==> config.mk <==
export PLATFORM = sky130hd
export DESIGN_NAME = second_order_synapse_step_top
export DESIGN_NICKNAME = d
export VERILOG_FILES = /design/src/rtl/sosyn_pkg.sv /design/src/rtl/sosyn_ctrl.sv /design/src/rtl/sosyn_dp.sv /design/src/rtl/second_order_synapse_step_top.sv
export SDC_FILE = /design/constraint.sdc
export NUM_CORES = 2
export LEC_CHECK = 0
export BUFFER_PORTS_ARGS = -buffer_cell sky130_fd_sc_hd__buf_4
export CAP_MARGIN = 10
export CORE_UTILIZATION = 40
export DETAILED_ROUTE_END_ITERATION = 16
export GPL_TIMING_DRIVEN = 1
export PLACE_DENSITY_LB_ADDON = 0.3
export SETUP_SLACK_MARGIN = 0.4
export SLEW_MARGIN = 20
export SYNTH_ARGS = -nofsm -noshare
export SYNTH_HDL_FRONTEND = slang
export SYNTH_SLANG_ARGS = --single-unit
==> constraint.sdc <==
create_clock -name clk -period 15.35 [get_ports clk]
set_input_delay 1.535 -clock clk [delete_from_list [all_inputs] [get_ports clk]]
set_output_delay 1.535 -clock clk [all_outputs]
set_load 0.005 [all_outputs]
==> src/rtl/sosyn_pkg.sv <==
// shared types, register codes and saturation helpers for the synapse step block
// no dependencies; imported by every module under rtl
package sosyn_pkg;

    localparam int ACC_W = 52;

    localparam logic signed [ACC_W-1:0] SAT_MAX = {{(ACC_W-31){1'b0}}, {31{1'b1}}};
    localparam logic signed [ACC_W-1:0] SAT_MIN = {{(ACC_W-31){1'b1}}, {31{1'b0}}};

    typedef enum logic [2:0] {
        REG_ACT_DECAY_RATE  = 3'd0,
        REG_COND_DECAY_RATE = 3'd1,
        REG_ACT_GAIN_STEP   = 3'd2,
        REG_COND_GAIN       = 3'd3,
        REG_REVERSAL        = 3'd4
    } reg_index_t;

    typedef struct packed {
        logic        [16:0] act_decay_rate;
        logic        [16:0] cond_decay_rate;
        logic signed [31:0] act_gain_step;
        logic signed [31:0] cond_gain;
        logic signed [31:0] reversal_potential;
    } cfg_t;

    typedef struct packed {
        logic signed [31:0] activation_in;
        logic signed [31:0] membrane_voltage;
        logic               voltage_valid;
    } item_t;

    typedef struct packed {
        logic signed [31:0] conductance;
        logic signed [31:0] channel_current;
        logic signed [31:0] activation_level;
        logic               saturated;
    } result_t;

    typedef enum logic [2:0] {
        OP_A_RATE = 3'd0,
        OP_Y_RATE = 3'd1,
        OP_A_GAIN = 3'd2,
        OP_Y_GAIN = 3'd3,
        OP_DIFF_G = 3'd4
    } mul_op_t;

    typedef struct packed {
        logic    load;
        mul_op_t mul_sel;
        logic    acc_a;
        logic    acc_yp;
        logic    acc_y;
        logic    acc_g;
        logic    acc_i;
        logic    out_load;
    } cmd_t;

    typedef struct packed {
        logic vvalid;
    } status_t;

    typedef struct packed {
        logic signed [31:0] val;
        logic               clip;
    } sat_t;

    function automatic sat_t sat32(input logic signed [ACC_W-1:0] x);
        sat_t r;
        if (x > SAT_MAX)
        begin
            r.val  = 32'sh7FFF_FFFF;
            r.clip = 1'b1;
        end
        else if (x < SAT_MIN)
        begin
            r.val  = 32'sh8000_0000;
            r.clip = 1'b1;
        end
        else
        begin
            r.val  = x[31:0];
            r.clip = 1'b0;
        end
        return r;
    endfunction

    function automatic logic signed [ACC_W-1:0] sext32(input logic signed [31:0] v);
        return {{(ACC_W-32){v[31]}}, v};
    endfunction

endpackage

==> src/rtl/sosyn_ctrl.sv <==
// sequencer for one synapse step: orders the shared multiplier and the accumulate steps
// depends on sosyn_pkg
module sosyn_ctrl (
    input  logic               clk,
    input  logic               rst_n,
    input  logic               item_valid,
    output logic               item_ready,
    output logic               result_valid,
    input  logic               result_ready,
    input  sosyn_pkg::status_t stat,
    output sosyn_pkg::cmd_t    cmd
);
    import sosyn_pkg::*;

    typedef enum logic [9:0] {
        S_IDLE    = 10'b00_0000_0001,
        S_MUL_A   = 10'b00_0000_0010,
        S_ACC_A   = 10'b00_0000_0100,
        S_ACC_YP  = 10'b00_0000_1000,
        S_ACC_Y   = 10'b00_0001_0000,
        S_MUL_G   = 10'b00_0010_0000,
        S_ACC_G   = 10'b00_0100_0000,
        S_MUL_I   = 10'b00_1000_0000,
        S_ACC_I   = 10'b01_0000_0000,
        S_OUT     = 10'b10_0000_0000
    } state_t;

    state_t state_reg, state_next;
    logic   result_valid_reg, result_valid_next;
    logic   slot_free;

    assign item_ready   = (state_reg == S_IDLE);
    assign result_valid = result_valid_reg;
    assign slot_free    = !result_valid_reg || result_ready;

    always_comb
    begin
        state_next   = state_reg;
        cmd          = '0;
        cmd.mul_sel  = OP_A_RATE;
        case (state_reg)
            S_IDLE:
            begin
                if (item_valid)
                begin
                    cmd.load   = 1'b1;
                    state_next = S_MUL_A;
                end
            end
            S_MUL_A:
            begin
                cmd.mul_sel = OP_A_RATE;
                state_next  = S_ACC_A;
            end
            S_ACC_A:
            begin
                // decay product of y issued while a_new is formed
                cmd.acc_a   = 1'b1;
                cmd.mul_sel = OP_Y_RATE;
                state_next  = S_ACC_YP;
            end
            S_ACC_YP:
            begin
                cmd.acc_yp  = 1'b1;
                cmd.mul_sel = OP_A_GAIN;
                state_next  = S_ACC_Y;
            end
            S_ACC_Y:
            begin
                cmd.acc_y  = 1'b1;
                state_next = S_MUL_G;
            end
            S_MUL_G:
            begin
                cmd.mul_sel = OP_Y_GAIN;
                state_next  = S_ACC_G;
            end
            S_ACC_G:
            begin
                cmd.acc_g  = 1'b1;
                state_next = stat.vvalid ? S_MUL_I : S_OUT;
            end
            S_MUL_I:
            begin
                cmd.mul_sel = OP_DIFF_G;
                state_next  = S_ACC_I;
            end
            S_ACC_I:
            begin
                cmd.acc_i  = 1'b1;
                state_next = S_OUT;
            end
            S_OUT:
            begin
                if (slot_free)
                begin
                    cmd.out_load = 1'b1;
                    state_next   = S_IDLE;
                end
            end
            default:
            begin
                state_next = S_IDLE;
            end
        endcase
    end

    always_comb
    begin
        result_valid_next = result_valid_reg;
        if (cmd.out_load)
        begin
            result_valid_next = 1'b1;
        end
        else if (result_ready)
        begin
            result_valid_next = 1'b0;
        end
    end

    always_ff @(posedge clk or negedge rst_n)
    begin
        if (!rst_n)
        begin
            state_reg        <= S_IDLE;
            result_valid_reg <= 1'b0;
        end
        else
        begin
            state_reg        <= state_next;
            result_valid_reg <= result_valid_next;
        end
    end

    // a finished step never overwrites a result that is still waiting
    assert property (@(posedge clk) disable iff (!rst_n)
        !(cmd.out_load && result_valid_reg && !result_ready))
        else $error("result overwritten before transfer");

    assert property (@(posedge clk) disable iff (!rst_n)
        cmd.out_load |=> result_valid)
        else $error("loaded result not presented");

    assert property (@(posedge clk) disable iff (!rst_n)
        (item_valid && item_ready) |=> !item_ready)
        else $error("second item taken while a step is running");

    assert property (@(posedge clk) disable iff (!rst_n)
        (cmd.mul_sel == OP_DIFF_G && state_reg == S_MUL_I) |-> stat.vvalid)
        else $error("current computed without a voltage");

endmodule

==> src/rtl/sosyn_dp.sv <==
// datapath: channel state, shared 33x33 multiplier, floor scaling, saturation, result register
// depends on sosyn_pkg; driven by sosyn_ctrl through cmd_t
module sosyn_dp (
    input  logic               clk,
    input  logic               rst_n,
    input  sosyn_pkg::cfg_t    cfg,
    input  sosyn_pkg::item_t   item_data,
    input  sosyn_pkg::cmd_t    cmd,
    output sosyn_pkg::status_t stat,
    output sosyn_pkg::result_t result_data
);
    import sosyn_pkg::*;

    logic signed [31:0]      sum_reg, a_reg, y_reg, held_reg, g_reg, volt_reg;
    logic                    vvalid_reg, clip_reg;
    logic signed [ACC_W-1:0] partial_reg;
    logic signed [65:0]      prod_reg, prod_next;
    logic signed [32:0]      opa, opb, diff;
    logic signed [ACC_W-1:0] pf;
    result_t                 out_reg;

    sat_t sum_sat, a_sat, y_sat, g_sat, i_sat;

    assign diff = {cfg.reversal_potential[31], cfg.reversal_potential}
                - {volt_reg[31], volt_reg};

    always_comb
    begin
        case (cmd.mul_sel)
            OP_A_RATE:
            begin
                opa = {a_reg[31], a_reg};
                opb = {16'b0, cfg.act_decay_rate};
            end
            OP_Y_RATE:
            begin
                opa = {y_reg[31], y_reg};
                opb = {16'b0, cfg.cond_decay_rate};
            end
            OP_A_GAIN:
            begin
                opa = {a_reg[31], a_reg};
                opb = {cfg.act_gain_step[31], cfg.act_gain_step};
            end
            OP_Y_GAIN:
            begin
                opa = {y_reg[31], y_reg};
                opb = {cfg.cond_gain[31], cfg.cond_gain};
            end
            OP_DIFF_G:
            begin
                opa = diff;
                opb = {g_reg[31], g_reg};
            end
            default:
            begin
                opa = '0;
                opb = '0;
            end
        endcase
    end

    assign prod_next = opa * opb;

    // arithmetic shift of the exact product is floor(p / 2^16)
    assign pf = {{(ACC_W-50){prod_reg[65]}}, prod_reg[65:16]};

    assign sum_sat = sat32(sext32(sum_reg) + sext32(item_data.activation_in));
    assign a_sat   = sat32(sext32(a_reg) - pf + sext32(sum_reg));
    assign y_sat   = sat32(partial_reg + pf);
    assign g_sat   = sat32(pf);
    assign i_sat   = sat32(pf);

    always_ff @(posedge clk)
    begin
        prod_reg <= prod_next;
        if (cmd.load)
        begin
            volt_reg   <= item_data.membrane_voltage;
            vvalid_reg <= item_data.voltage_valid;
        end
        if (cmd.acc_yp)
        begin
            partial_reg <= sext32(y_reg) - pf;
        end
        if (cmd.acc_g)
        begin
            g_reg <= g_sat.val;
        end
        if (cmd.out_load)
        begin
            out_reg.conductance      <= g_reg;
            out_reg.channel_current  <= held_reg;
            out_reg.activation_level <= a_reg;
            out_reg.saturated        <= clip_reg;
        end
    end

    always_ff @(posedge clk or negedge rst_n)
    begin
        if (!rst_n)
        begin
            sum_reg  <= '0;
            a_reg    <= '0;
            y_reg    <= '0;
            held_reg <= '0;
            clip_reg <= 1'b0;
        end
        else
        begin
            if (cmd.load)
            begin
                sum_reg  <= sum_sat.val;
                clip_reg <= sum_sat.clip;
            end
            if (cmd.acc_a)
            begin
                a_reg    <= a_sat.val;
                clip_reg <= clip_reg | a_sat.clip;
            end
            if (cmd.acc_y)
            begin
                y_reg    <= y_sat.val;
                clip_reg <= clip_reg | y_sat.clip;
            end
            if (cmd.acc_g)
            begin
                clip_reg <= clip_reg | g_sat.clip;
            end
            if (cmd.acc_i)
            begin
                held_reg <= i_sat.val;
                clip_reg <= clip_reg | i_sat.clip;
            end
        end
    end

    assign stat.vvalid = vvalid_reg;
    assign result_data = out_reg;

endmodule

==> src/rtl/second_order_synapse_step_top.sv <==
// top level of the second-order synapse step block: configuration registers and wiring
// depends on sosyn_pkg, sosyn_ctrl and sosyn_dp
//
// Each transfer on the item channel advances a dual-exponential synaptic channel by one
// forward-Euler step in signed Q16.16 and yields exactly one result. All products run
// through one shared 33x33 multiplier with a register after it. Steps are a sequence of
// multiply and accumulate states, plus a multiply for the current if voltage_valid is high;
// no new item is taken until a step ends, and a step stalls at its end while an earlier
// result waits. A finished result sits in an output register, so the next item is accepted
// while it waits. Configuration writes take effect at once and are meant for idle periods.
module second_order_synapse_step_top (
    input  logic               clk,
    input  logic               rst_n,
    input  logic               item_valid,
    output logic               item_ready,
    input  sosyn_pkg::item_t   item_data,
    output logic               result_valid,
    input  logic               result_ready,
    output sosyn_pkg::result_t result_data,
    input  logic               cfg_we,
    input  logic [2:0]         cfg_index,
    input  logic [31:0]        cfg_data
);
    import sosyn_pkg::*;

    cfg_t    cfg_reg;
    cmd_t    cmd;
    status_t stat;

    always_ff @(posedge clk or negedge rst_n)
    begin
        if (!rst_n)
        begin
            cfg_reg.act_decay_rate     <= 17'd6554;
            cfg_reg.cond_decay_rate    <= 17'd6554;
            cfg_reg.act_gain_step      <= 32'sd6554;
            cfg_reg.cond_gain          <= 32'sd65536;
            cfg_reg.reversal_potential <= 32'sd0;
        end
        else if (cfg_we)
        begin
            case (cfg_index)
                REG_ACT_DECAY_RATE:  cfg_reg.act_decay_rate     <= cfg_data[16:0];
                REG_COND_DECAY_RATE: cfg_reg.cond_decay_rate    <= cfg_data[16:0];
                REG_ACT_GAIN_STEP:   cfg_reg.act_gain_step      <= cfg_data;
                REG_COND_GAIN:       cfg_reg.cond_gain          <= cfg_data;
                REG_REVERSAL:        cfg_reg.reversal_potential <= cfg_data;
                default:
                begin
                    // unknown index: write dropped
                end
            endcase
        end
    end

    sosyn_ctrl u_ctrl (
        .clk          (clk),
        .rst_n        (rst_n),
        .item_valid   (item_valid),
        .item_ready   (item_ready),
        .result_valid (result_valid),
        .result_ready (result_ready),
        .stat         (stat),
        .cmd          (cmd)
    );

    sosyn_dp u_dp (
        .clk         (clk),
        .rst_n       (rst_n),
        .cfg         (cfg_reg),
        .item_data   (item_data),
        .cmd         (cmd),
        .stat        (stat),
        .result_data (result_data)
    );

endmodule
After elaboration in Yosys (flattened, before gate mapping)
Cells that the tools add are included.
{"block": "totals", "n_memories": 0, "out_inout_bits": 99, "wordCells": 104, "in_bits": 105, "mem_bits_ro": 0, "regBits": 550, "latchBits": 0, "mem_bits_rw": 0}
{"block": "op_classes", "n_lt_le_gt_ge": 8, "n_addsub": 6, "div_mod_pow": 0, "n_mul": 1, "reduce_logical": 14, "mux": 31, "bitwise_logic": 3, "n_eq_ne": 20, "n_shift": 0}
{"cell": "2-to-1 mux 33 bit", "n": 8}
{"cell": "one-hot mux 33 bit (5 select lines)", "n": 1}
{"cell": "greater-than comparator 52 x 32 -> 1 bit (second input constant)", "n": 3}
{"cell": "< comparator 52 x 32 -> 1 bit (second input constant)", "n": 3}
{"cell": "subtractor 32 x 50 -> 51 bit", "n": 2}
{"cell": "one-hot mux 10 bit (10 select lines)", "n": 1}
{"cell": "one-hot mux 33 bit (3 select lines)", "n": 1}
{"cell": "multiplier 33 x 33 -> 66 bit", "n": 1}
{"cell": "adder 51 x 32 -> 52 bit", "n": 1}
{"cell": "adder 52 x 50 -> 52 bit", "n": 1}
{"cell": "greater-than comparator 50 x 32 -> 1 bit (second input constant)", "n": 1}
{"cell": "< comparator 50 x 32 -> 1 bit (second input constant)", "n": 1}
{"cell": "adder 32 x 32 -> 33 bit", "n": 1}
{"cell": "subtractor 32 x 32 -> 33 bit", "n": 1}
{"cell": "2-to-1 mux 10 bit", "n": 3}
{"cell": "2-to-1 mux 1 bit", "n": 16}
{"cell": "equality test 3 x 2 -> 1 bit (second input constant)", "n": 4}
{"cell": "one-hot mux 3 bit (4 select lines)", "n": 1}
{"cell": "AND reduction 2 bit", "n": 6}
{"cell": "equality test 10 x 1 -> 1 bit (second input constant)", "n": 1}
{"cell": "equality test 10 bit (second input constant)", "n": 1}
{"cell": "equality test 10 x 2 -> 1 bit (second input constant)", "n": 1}
{"cell": "equality test 10 x 3 -> 1 bit (second input constant)", "n": 1}
{"cell": "equality test 10 x 4 -> 1 bit (second input constant)", "n": 1}
{"cell": "16 further kinds", "n": 22}

Depth between registers and ports, before layout
{"block": "depth", "word_depth": 10, "ltp_mapped": 46, "ltp_nobuf": 44}

By module
From an unflattened synthesis, not the netlist that was laid out.
{"block": "unflattened", "cells_unflattened": 7565, "area_unflattened_um2": 71179.5}
{"module": "sosyn_dp", "seq_area_each_um2": 10625.2, "area_each_um2": 65622.9, "instances": 1, "cells_each": 7214}
{"module": "second_order_synapse_step_top", "seq_area_each_um2": 3280.6, "area_each_um2": 4901.0, "instances": 1, "cells_each": 279}
{"module": "sosyn_ctrl", "seq_area_each_um2": 276.5, "area_each_um2": 655.6, "instances": 1, "cells_each": 72}

Worst setup path after synthesis
Ideal clock, no wire load.
{"block": "synth_path", "path_type": "reg2reg", "start": "register u_ctrl.state_reg[9]", "end": "register u_dp.prod_reg[65]", "setup_slack_ns": 3.597, "required_ns": 15.278, "setup_ns": 0.072, "stages_incl_launch_ff": 32, "arrival_time_ns": 11.681, "path_cell_list": "dfrtp_1 or4_1 buf_2 nor4b_1 clkbuf_1 clkbuf_1 a222oi_1 nand2_1 clkbuf_1 nand2_1 fa_1 fa_1 fa_1 fa_1 inv_1 fa_1 fa_1 fa_1 inv_1 fa_1 inv_1 ha_1 a21oi_1 o21a_1 nor2b_1 o211ai_1 a31oi_1 nor2_1 a41o_1 or4_1 a31oi_1 xnor2_1"}
{"block": "synth_between", "elab_chain_cells": 6, "elab_cells_between_ends": 15, "cone_classes": "mul (1); eq/ne (8); mux (3); reduce/logical (3)"}
{"element": "start, declared", "line_no": "sosyn_ctrl.sv:28", "rtl": "state_t state_reg, state_next;"}
{"element": "start signal, assigned", "line_no": "sosyn_ctrl.sv:130", "rtl": "state_reg <= state_next;"}
{"element": "equality test 10 x 8 -> 1 bit, or another cell as far along", "line_no": "sosyn_ctrl.sv:41", "rtl": "case (state_reg)"}
{"element": "one-hot mux 3 bit (4 select lines) *", "line_no": "sosyn_ctrl.sv:41"}
{"element": "equality test 3 x 1 -> 1 bit, or another cell as far along", "line_no": "sosyn_dp.sv:29", "rtl": "case (cmd.mul_sel)"}
{"element": "OR reduction 2 bit (no line)"}
{"element": "one-hot mux 33 bit (3 select lines)", "line_no": "sosyn_dp.sv:29"}
{"element": "multiplier 33 x 33 -> 66 bit *", "line_no": "sosyn_dp.sv:63", "rtl": "assign prod_next = opa * opb;"}
{"element": "via u_dp.prod_next[65]", "line_no": "sosyn_dp.sv:17", "rtl": "logic signed [65:0] prod_reg, prod_next;"}
{"element": "end signal, assigned", "line_no": "sosyn_dp.sv:76", "rtl": "prod_reg <= prod_next;"}
{"element": "end, declared", "line_no": "sosyn_dp.sv:17"}
Mark *: on every way through the listed nets, which the timed path passes. The rest lies on a longest branch.
A chain may end at the register's enable or synchronous reset.

Final worst setup path
{"block": "layout_path", "start": "register cfg_reg[0] (netlist bit)", "end": "register u_dp.prod_reg[65]"}
{"block": "layout_between", "elab_chain_cells": 3}
{"element": "start, declared", "line_no": "second_order_synapse_step_top.sv:26", "rtl": "cfg_t cfg_reg;"}
{"element": "subtractor 32 x 32 -> 33 bit", "line_no": "sosyn_dp.sv:25", "rtl": "- {volt_reg[31], volt_reg};"}
{"element": "one-hot mux 33 bit (3 select lines)", "line_no": "sosyn_dp.sv:29"}
{"element": "multiplier 33 x 33 -> 66 bit", "line_no": "sosyn_dp.sv:63"}
{"element": "via u_dp.prod_next[65]", "line_no": "sosyn_dp.sv:17"}
The timed path passes the listed nets, and every way through them passes these cells.

==> reports/metrics.csv <==
stage,metric,value,unit
global_routing,pin count of the biggest net entering global routing,138,
drt,final antenna-violating net count,0,
yosys,post-synthesis sequential area ratio,20.00,%
setup_path,CP Class,reg2reg,
drt,via count,55672,
yosys,cells after synthesis,7548,
floorplan,die area,179000,um2
yosys,Post-synth EDFFs,213,
drt,post-detailed-route wirelength per cell,24.50,um
clock_tree,worst-skew pair later-pin latency,730,ps
finish,Final nets,9351,
setup_path,CP max-delay cell,fa_1,
clock_tree,CTS Hold Bufs,0,
yosys,register bit total from synthesis,533,
placed_design,detailed placement HPWL,192800,um
global_routing,global-route wire length before repair,369100,um
floorplan,area of the core,176100,um2
drt,vias per cell,5.557,
global_routing,initial antenna violation count,15,
worst_hold_path,worst hold path class,reg2reg,
clock_tree,Worst-path clk slew,60,ps
drt,1st-pass router iterations,6,
drt,DRC Markers,0,
setup_path,"slowest stage delay, CP",930,ps
setup_path,Critical Path Start Type,flip-flop,
yosys,syn_nets,9280,
yosys,"area leader, netlist",fa_1,
sta,skew final,81.45,ps
setup_path,Crit path top cell by count,fa_1,
yosys,Synth top area share,33.85,%
floorplan,Chip Width,423.1,um
setup_path,"Max FO, Critical Path",30,
floorplan,# IOs,204,
sta,Max Slew Vio Count,0,
sta,setup TNS,0,ps
clock_tree,CTS max path bufs,3,
yosys,Ys Warns,0,
setup_path,crit end category,flip-flop,
finish,Layout area overhead,9.399,%
yosys,synth unique cells,99,
global_routing,grt ovf,0,
sta,"Hold Vio Cnt, Final",0,
job,max-cap viol count,0,
clock_tree,CTS Buf Count,59,
floorplan,number of core rows,154,
placed_design,RePlAce Congestion,0.9528,
clock_tree,post-CTS resize count,0,
sta,Final setup viols,0,
clock_tree,CTS Root Cell,clkbuf_16,
sta,final worst path period share,85.63,%
finish,max reg flops,130,
sta,RSZ-0062 raised after global routing,false,
clock_tree,CTS Sinks,533,
finish,layout cells sized above 1,9.544,%
sta,Worst Max-Slew Pin Slew,1237,ps
yosys,Mapped Area,70920,um2
clock_tree,H-Tree Depth,2,
outcome,status,finished clean,
setup_path,critical path data required time,15940,ps
sta,slew margin rel.,16.46,%
yosys,most frequent cells after synthesis,"inv_1 (1,476), fa_1 (1,199), nor2_1 (817)",
yosys,Synth Flop Type,dfrtp_1,
global_routing,number of global-route vias before repair,57477,
yosys,largest cells by area after synthesis,"fa_1 (34%), edfxtp_1 (9.0%), dfrtp_1 (8.7%)",
yosys,syn_area_per_cell,9.395,um2
drt,DR iter-0 viols,4732,
yosys,most common cell in the netlist,inv_1,
drt,final wirelength,245500,um
floorplan,die height,423.1,um
setup_path,Worst Path Arrival,13730,ps
placed_design,IO buf count,203,
floorplan,Starting Density,40.27,%
clock_tree,setup repair bufs after CTS,0,
global_routing,Total GRT Usage,27.60,%
sta,fmax,0.07608,GHz
sta,Final Critical Period,13140,ps
yosys,Async SR Flop Fraction,50.66,%
clock_tree,CTS tree,yes,
==> stage by stage <==
stage	setup WS [ps]	utilization [%]	area, um2	hold slack [ps]	cells
finish	2206	44.05	77580	442.2	10018
global route	1324	44.05	77570	450.3	10015
CTS	2332	44.04	77560	442.0	10010
detailed placement	2414	42.86	75490	427.5	9898
global placement	2546	42.86	75480	425.1	9897
floorplan	3597	-	70920	419.4	7548
==> placed cells by master (no fill, tap or decap), types with 197 or more instances in the layout <==
cell type	count
ha_1	428
nor2_1	814
edfxtp_1	213
nand2_1	700
a21o_1	197
dfrtp_1	247
fa_1	1199
buf_4	341
a21oi_1	283
inv_1	1475
==> critical path, delay by kind of cell (launching register included) <==
| kind | cells | cell delay (ps) |
|---|---|---|
| fa+ha+maj | 11 | 5770 |
| flops | 1 | 330 |
| compound gates | 16 | 4150 |
| xor+xnor | 1 | 80 |
| simple gates | 6 | 1530 |
| buf+inv | 7 | 1170 |
==> layout make-up <==
class                      instances  area, um2
antenna                            8      20.02
sequential                       533      14180
clock buffer                      72       1597
clock inverter                    40      475.5
inverter                        1478       5553
multi-input combinational       5203      50220
fill                           17114      98530
timing repair buffer             344       2606
tap                             2340       2928
==> metal layers <==
layer / GRT usage, % / vias up / wire length [um]
li1: - / 24148 / -
met5: 0 / - / 54
met2: 43.10 / 2406 / 110700
met4: 13.36 / 8 / 14390
met3: 5.991 / 659 / 21540
met1: 36.31 / 28451 / 98790
==> final timing paths <==
path / from / cells past startpoint / end / slack (ps)
max: cfg_reg[0]$_DFFE_PN0P_ / 41 / u_dp.prod_reg[65]$_DFF_P_ / 2210
min: u_dp.held_reg[23]$_DFFE_PN0P_ / 0 / u_dp.result_data[56]$_DFFE_PP_ / 440
max reg2reg: cfg_reg[0]$_DFFE_PN0P_ / 41 / u_dp.prod_reg[65]$_DFF_P_ / 2210
min reg2reg: u_dp.held_reg[23]$_DFFE_PN0P_ / 0 / u_dp.result_data[56]$_DFFE_PP_ / 440
max in group asynchronous: rst_n / 3 / u_dp.held_reg[13]$_DFFE_PN0P_ / 12420
min in group asynchronous: rst_n / 1 / u_dp.y_reg[31]$_DFFE_PN0P_ / 830
==> cell families (layout without fill, tap and decap cells) <==
group,Yosys count,count (layout),share of synthesized area (%)
other cells,0,8,0
fa+ha+maj,1637,1637,41.54
mux,164,164,2.599
simple gates,2027,2027,12.47
buf+inv,1812,1934,9.621
compound gates,1136,1136,10.82
xor+xnor,239,239,2.952
flops,533,533,20.00
Power is left out: the tool's default activity adds up to more than one toggle a clock period on the data nets, which glitch-free logic cannot reach.
